$ cat config.mk
export PLATFORM = sky130hd
export DESIGN_NAME = becu_ctrl
export DESIGN_NICKNAME = d
export VERILOG_FILES = /design/src/hdl/becu_pkg.sv /design/src/hdl/becu_ctrl.sv
export SDC_FILE = /design/constraint.sdc
export NUM_CORES = 1
export LEC_CHECK = 0
export BUFFER_PORTS_ARGS = -buffer_cell sky130_fd_sc_hd__buf_4
export CAP_MARGIN = 20
export CELL_PAD_IN_SITES_DETAIL_PLACEMENT = 1
export CELL_PAD_IN_SITES_GLOBAL_PLACEMENT = 1
export CORE_ASPECT_RATIO = 1.25
export CORE_MARGIN = 5
export CORE_UTILIZATION = 30
export CTS_BUF_LIST = sky130_fd_sc_hd__clkbuf_8
export CTS_CLUSTER_DIAMETER = 100
export DETAILED_ROUTE_END_ITERATION = 8
export PLACE_DENSITY = 0.88
export SLEW_MARGIN = 20
export SYNTH_ARGS = -nofsm -noshare
export SYNTH_HDL_FRONTEND = slang
export SYNTH_SLANG_ARGS = --single-unit
$ cat constraint.sdc
create_clock -name clk -period 3.2 [get_ports clk]
set_clock_uncertainty 0.1 [all_clocks]
set_input_delay 0.32 -clock clk [delete_from_list [all_inputs] [get_ports clk]]
set_output_delay 0.32 -clock clk [all_outputs]
set_load 0.01 [all_outputs]
$ cat src/hdl/becu_pkg.sv
// Shared types and constants of the block extent coalescer.
package becu_pkg;

  localparam int FW  = 48;
  localparam int LW  = 49;
  localparam int UW  = 17;
  localparam int BBW = 17;
  localparam int BOW = 49;
  localparam int NW  = 66;
  localparam int CTRW = 7;

  localparam logic [2:0] MODE_START  = 3'd0;
  localparam logic [2:0] MODE_BYTE   = 3'd1;
  localparam logic [2:0] MODE_BRANGE = 3'd2;
  localparam logic [2:0] MODE_KBLOCK = 3'd3;
  localparam logic [2:0] MODE_KRANGE = 3'd4;
  localparam logic [2:0] MODE_END    = 3'd5;

  localparam logic [1:0] ST_OK       = 2'd0;
  localparam logic [1:0] ST_NO_SESS  = 2'd1;
  localparam logic [1:0] ST_REVERSED = 2'd2;
  localparam logic [1:0] ST_FULL     = 2'd3;

  localparam logic REG_BLOCK_BYTES = 1'b0;
  localparam logic REG_BASE_OFFSET = 1'b1;

  typedef enum logic [4:0] {
    S_IDLE, S_DISP, S_POST, S_MUL, S_DIVL, S_DIV, S_SAVE, S_SPAN,
    S_SI_RD, S_SI_CK, S_SJ_CK, S_SJ_RD, S_DEC, S_INS_RD, S_INS_WR,
    S_MC_RD, S_MC_WR, S_E_RD, S_E_OUT
  } state_t;

  typedef enum logic {RS_P, RS_PM1} rsel_t;
  typedef enum logic [1:0] {WA_P, WA_D, WA_I} wsel_t;
  typedef enum logic [1:0] {WD_NEW, WD_MERGE, WD_COPY} wdsel_t;

  typedef struct packed {
    logic       cap;
    logic       set_open;
    logic       clr_open;
    logic       cnt_clr;
    logic       cnt_inc;
    logic       cnt_sub;
    logic       set_st;
    logic [1:0] st;
    logic       ar_load;
    logic       ar_phase;
    logic       mul_step;
    logic       div_load;
    logic       div_step;
    logic       save;
    logic       p_clr;
    logic       p_inc;
    logic       p_dec;
    logic       p_cnt;
    logic       p_j;
    logic       d_i1;
    logic       d_inc;
    logic       set_i;
    logic       set_j;
    logic       set_last;
    logic       rd;
    rsel_t      rsel;
    logic       we;
    wsel_t      wa;
    wdsel_t     wd;
    logic       post;
    logic       post_run;
    logic       post_last;
  } cmd_t;

  typedef struct packed {
    logic [2:0] mode;
    logic       open;
    logic       rev;
    logic       skip;
    logic       ctr_done;
    logic       phase;
    logic       span_empty;
    logic       p_eq_cnt;
    logic       p_eq_i;
    logic       below;
    logic       joins;
    logic       i_eq_j;
    logic       full;
    logic       p_last;
    logic       cnt_zero;
    logic       out_free;
  } sts_t;

endpackage

$ cat src/hdl/becu_ctrl.sv
// Controller state machine of the block extent coalescer.
module becu_ctrl import becu_pkg::*; (
  input  logic clk,
  input  logic rst,
  input  logic in_valid,
  output logic in_ready,
  input  sts_t sts,
  output cmd_t cmd
);

  state_t state, state_next;

  always_ff @(posedge clk) begin
    if (rst) begin
      state <= S_IDLE;
    end else begin
      state <= state_next;
    end
  end

  always_comb begin
    state_next = state;
    cmd = '0;
    cmd.rsel = RS_P;
    cmd.wa = WA_P;
    cmd.wd = WD_COPY;
    in_ready = 1'b0;
    case (state)
      S_IDLE: begin
        in_ready = 1'b1;
        if (in_valid) begin
          cmd.cap = 1'b1;
          state_next = S_DISP;
        end
      end
      S_DISP: begin
        cmd.set_st = 1'b1;
        cmd.st = ST_OK;
        state_next = S_POST;
        if (sts.mode == MODE_START) begin
          cmd.cnt_clr = 1'b1;
          cmd.set_open = 1'b1;
        end else if (sts.mode == MODE_END) begin
          if (!sts.open) begin
            cmd.st = ST_NO_SESS;
          end else begin
            cmd.clr_open = 1'b1;
            if (!sts.cnt_zero) begin
              cmd.p_clr = 1'b1;
              state_next = S_E_RD;
            end
          end
        end else if (sts.mode inside {MODE_BYTE, MODE_BRANGE, MODE_KBLOCK, MODE_KRANGE}) begin
          if (!sts.open) begin
            cmd.st = ST_NO_SESS;
          end else if (sts.rev) begin
            cmd.st = ST_REVERSED;
          end else if (!sts.skip) begin
            cmd.ar_load = 1'b1;
            cmd.ar_phase = 1'b0;
            state_next = S_MUL;
          end
        end
      end
      S_POST: begin
        if (sts.out_free) begin
          cmd.post = 1'b1;
          cmd.post_last = 1'b1;
          state_next = S_IDLE;
        end
      end
      S_MUL: begin
        if (sts.ctr_done) begin
          state_next = S_DIVL;
        end else begin
          cmd.mul_step = 1'b1;
        end
      end
      S_DIVL: begin
        cmd.div_load = 1'b1;
        state_next = S_DIV;
      end
      S_DIV: begin
        if (sts.ctr_done) begin
          state_next = S_SAVE;
        end else begin
          cmd.div_step = 1'b1;
        end
      end
      S_SAVE: begin
        cmd.save = 1'b1;
        if (!sts.phase) begin
          cmd.ar_load = 1'b1;
          cmd.ar_phase = 1'b1;
          state_next = S_MUL;
        end else begin
          state_next = S_SPAN;
        end
      end
      S_SPAN: begin
        if (sts.span_empty) begin
          state_next = S_POST;
        end else begin
          cmd.p_clr = 1'b1;
          state_next = S_SI_RD;
        end
      end
      S_SI_RD: begin
        if (sts.p_eq_cnt) begin
          cmd.set_i = 1'b1;
          cmd.set_j = 1'b1;
          state_next = S_DEC;
        end else begin
          cmd.rd = 1'b1;
          state_next = S_SI_CK;
        end
      end
      S_SI_CK: begin
        if (sts.below) begin
          cmd.p_inc = 1'b1;
          state_next = S_SI_RD;
        end else begin
          cmd.set_i = 1'b1;
          state_next = S_SJ_CK;
        end
      end
      S_SJ_CK: begin
        if (sts.joins) begin
          cmd.set_last = 1'b1;
          cmd.p_inc = 1'b1;
          state_next = S_SJ_RD;
        end else begin
          cmd.set_j = 1'b1;
          state_next = S_DEC;
        end
      end
      S_SJ_RD: begin
        if (sts.p_eq_cnt) begin
          cmd.set_j = 1'b1;
          state_next = S_DEC;
        end else begin
          cmd.rd = 1'b1;
          state_next = S_SJ_CK;
        end
      end
      S_DEC: begin
        if (sts.i_eq_j) begin
          if (sts.full) begin
            cmd.set_st = 1'b1;
            cmd.st = ST_FULL;
            state_next = S_POST;
          end else begin
            cmd.p_cnt = 1'b1;
            state_next = S_INS_RD;
          end
        end else begin
          cmd.we = 1'b1;
          cmd.wa = WA_I;
          cmd.wd = WD_MERGE;
          cmd.d_i1 = 1'b1;
          cmd.p_j = 1'b1;
          state_next = S_MC_RD;
        end
      end
      S_INS_RD: begin
        if (sts.p_eq_i) begin
          cmd.we = 1'b1;
          cmd.wa = WA_I;
          cmd.wd = WD_NEW;
          cmd.cnt_inc = 1'b1;
          state_next = S_POST;
        end else begin
          cmd.rd = 1'b1;
          cmd.rsel = RS_PM1;
          state_next = S_INS_WR;
        end
      end
      S_INS_WR: begin
        cmd.we = 1'b1;
        cmd.wa = WA_P;
        cmd.wd = WD_COPY;
        cmd.p_dec = 1'b1;
        state_next = S_INS_RD;
      end
      S_MC_RD: begin
        if (sts.p_eq_cnt) begin
          cmd.cnt_sub = 1'b1;
          state_next = S_POST;
        end else begin
          cmd.rd = 1'b1;
          state_next = S_MC_WR;
        end
      end
      S_MC_WR: begin
        cmd.we = 1'b1;
        cmd.wa = WA_D;
        cmd.wd = WD_COPY;
        cmd.p_inc = 1'b1;
        cmd.d_inc = 1'b1;
        state_next = S_MC_RD;
      end
      S_E_RD: begin
        cmd.rd = 1'b1;
        state_next = S_E_OUT;
      end
      S_E_OUT: begin
        if (sts.out_free) begin
          cmd.post = 1'b1;
          cmd.post_run = 1'b1;
          cmd.post_last = sts.p_last;
          if (sts.p_last) begin
            cmd.cnt_clr = 1'b1;
            state_next = S_IDLE;
          end else begin
            cmd.p_inc = 1'b1;
            state_next = S_E_RD;
          end
        end
      end
      default: begin
        state_next = S_IDLE;
      end
    endcase
  end

endmodule

==> flow_metrics.tcl <==
set metrics [dict create \
    numPortBuffers 56 \
    clockBufferDepth 2 \
    drc_errors 0 \
    fmax_mhz 384 \
    power_leakage_nw 0.683 \
    period_share_pct 81.3 \
    critPathArrivalTime_ns 2.18 \
    slew_violations 0 \
    routabilityCongestion 0.879 \
    drv_cap 0 \
    largestRegisters "state x5" \
    ir_worst_vdd_mv 0.303 \
    via_count 1343 \
    syn-cell-area_mm2 0.00102 \
    cts_hold_buffers 0 \
    top_level_ports 57 \
    p_total_mw 0.896 \
    yosysUniqueCellTypes 51 \
    yosysTopAreaCell "dfxtp_1" \
    final_cells 237 \
    htree_levels 1 \
    worstPathRequired_ns 2.78 \
    cts.sinks 5 \
    period_minus_slack_ns 2.60 \
    synth_top_area_share_pct 9.85 \
    critical_path_class "flop to output pin" \
    postSynthCellCount 152 \
    yosys_warnings 0 \
    crit_path_max_fanout 20 \
    fillers 445 \
    drt_first_pass_iters 4 \
    clkLatencyLatePin_ns 0.22 \
    yosys-top-cells-count "21 x nor2_1, 12 x nand2_1, 11 x o21ai_0, 8 x inv_1" \
    area_delta_synth_final_pct 43.8 \
    cpPeakStageDelay_ns 0.71 \
    cellPowerDensity_mw_per_mm2 613 \
    clk_pin_slew_ns 0.04 \
    wl_per_cell_um 16.1 \
    cts_buffers 3 \
    largest_register "state" \
    placed_area_mm2 0.00142 \
    reg2reg_depth 5 \
    grt_pass1_wl_mm 6.12 \
    crit_chain "nand2b_1 > nor4_2 > a21oi_1 > o21ai_0 > buf_4" \
    dr.first_iter.drc_count 52 \
    grt_pass1_vias 1304 \
    synth_edf_count 0 \
    drive_above_1_share_pct 36.5 \
    holdWs_ns 0.190 \
    async_reset_ff_share_pct 0 \
    yosysSeqAreaShare_pct 9.85 \
    nNetsFinal 222 \
    regToRegSetupSlack_ns 1.02 \
    postRouteAntennaNets 0 \
    cp-endpoint "cmd[18]" \
    cts_tree "built" \
    grt_overflow 0 \
    maxSlewHeadroom_pct 52.9 \
    die_y_um 75.1 \
    setup_violations 0 \
    netlist_top_cells_area "dfxtp_1 9.9%, nor2_1 7.8%, o21ai_0 5.4%" \
    finalSetupTns_ns 0 \
    wl_mm 3.83 \
    startpoint_type "flop" \
    antenna_found_initial 0 \
    place_ws_ns 0.855 \
    dp.cells 233 \
    ys_ff_latch 5 \
    grt_max_degree 24 \
    largest_reg_flops 5 \
    rr_endpoint "state[0]$_SDFFE_PP0P_" \
    post-synth-top-count-cell "nor2_1" \
    cts_setup_buffers 0 \
    grt_use_total_pct 17.2 \
    root_buffer "clkbuf_8" \
    diodes 0 \
    hp-class "input port to flop" \
    cts_resized 0 \
    crit_path_start "state[3]$_SDFFE_PP0P_" \
    rows 23 \
    status "complete, no violations" \
    utilization_pct 44.9 \
    initial_core_util_pct 31.2 \
    synthFlopType "dfxtp_1" \
    setup_slack_ns 0.599 \
    core-area_mm2 0.00325 \
    worst_pin_slew_ns 0.706 \
    place_hpwl_mm 3.11 \
    hold_viol 0 \
    syn_nets 173 \
    via_per_inst 5.67 \
    die_w_um 62.1 \
    cp-end-kind "output pin" \
    cp_slowest_cell "dfxtp_1" \
    worst_r2r_startpoint "state[4]$_SDFFE_PP0P_" \
    die_area_mm2 0.00466 \
    fin_area_mm2 0.00146 \
    rsz0062_at_grt "no" \
    synth.avg_cell_area_um2 6.68 \
]
## routing by layer
metal  part of all wire (%)  GRT usage, %  vias up
met4                    2.8          6.13        0
met1                     40          20.5      633
met3                    5.5          2.23       10
met5                      0             0        -
met2                     52          30.4       44
li1                       -             -      656
## worst min-delay path by stage
stage                     startpoint                    end  slack (ns)  cells after the start
after floorplan                  rst  state[4]$_SDFFE_PP0P_        0.29                      1
after global placement           rst  state[4]$_SDFFE_PP0P_        0.42                      2
after detailed placement         rst  state[4]$_SDFFE_PP0P_        0.42                      2
after CTS                        rst  state[4]$_SDFFE_PP0P_        0.19                      2
after global routing             rst  state[4]$_SDFFE_PP0P_        0.19                      2
final                            rst  state[4]$_SDFFE_PP0P_        0.19                      2
## cell families (layout without fill, tap and decap cells)
family	count (synthesis)	count (layout)	synth area share, %
buffers and inverters	21	69	10.2
AND/OR/NAND/NOR	85	85	47.9
flip-flops	5	5	9.85
XOR/XNOR	1	1	0.862
AO/OA/AOI/OAI	40	40	31.2
## power breakdown
part	leakage, nW	internal (mW)	total, mW	switching, mW
registers	0.0409	0.0840	0.184	0.0998
clock network	0.0269	0.0823	0.115	0.0327
logic	0.615	0.270	0.598	0.328
total	0.683	0.437	0.896	0.460
## cell usage in the layout (no fill, tap or decap), drive strengths merged, types with 2 or more instances in the layout
master   Yosys  layout
dfxtp        5       5
nor4         6       6
a21oi        7       7
nor3         8       8
and2         2       2
inv          8       9
clkbuf       4       3
nand3        4       4
nand3b       2       2
or4b         2       2
or3b         2       2
o2bb2ai      2       2
a31oi        3       3
or2          3       3
nand2       12      12
nor2b        6       6
or3          2       2
and3         6       6
o21ai       11      11
nor4b        2       2
nor2        21      21
nand2b       4       4
buf          9      57
a2111oi      2       2
## critical path: cells and delay by family (launching register included)
family	cells	cell delay [ns]
and+or+nand+nor	2	0.86
DFF	1	0.71
AOI/OAI and AO/OA	2	0.23
buffers and inverters	1	0.16
## final cells by class
cell class,instances,area [um^2],share of cell area (%)
multi-input combinational,126,812,55.6
timing repair buffer,57,428,29.3
sequential,5,100,6.85
tap,37,46.3,3.17
clock buffer,3,41.3,2.83
inverter,8,30.0,2.05
clock inverter,1,3.75,0.257
No activity file was read; power rests on OpenSTA's default activity.
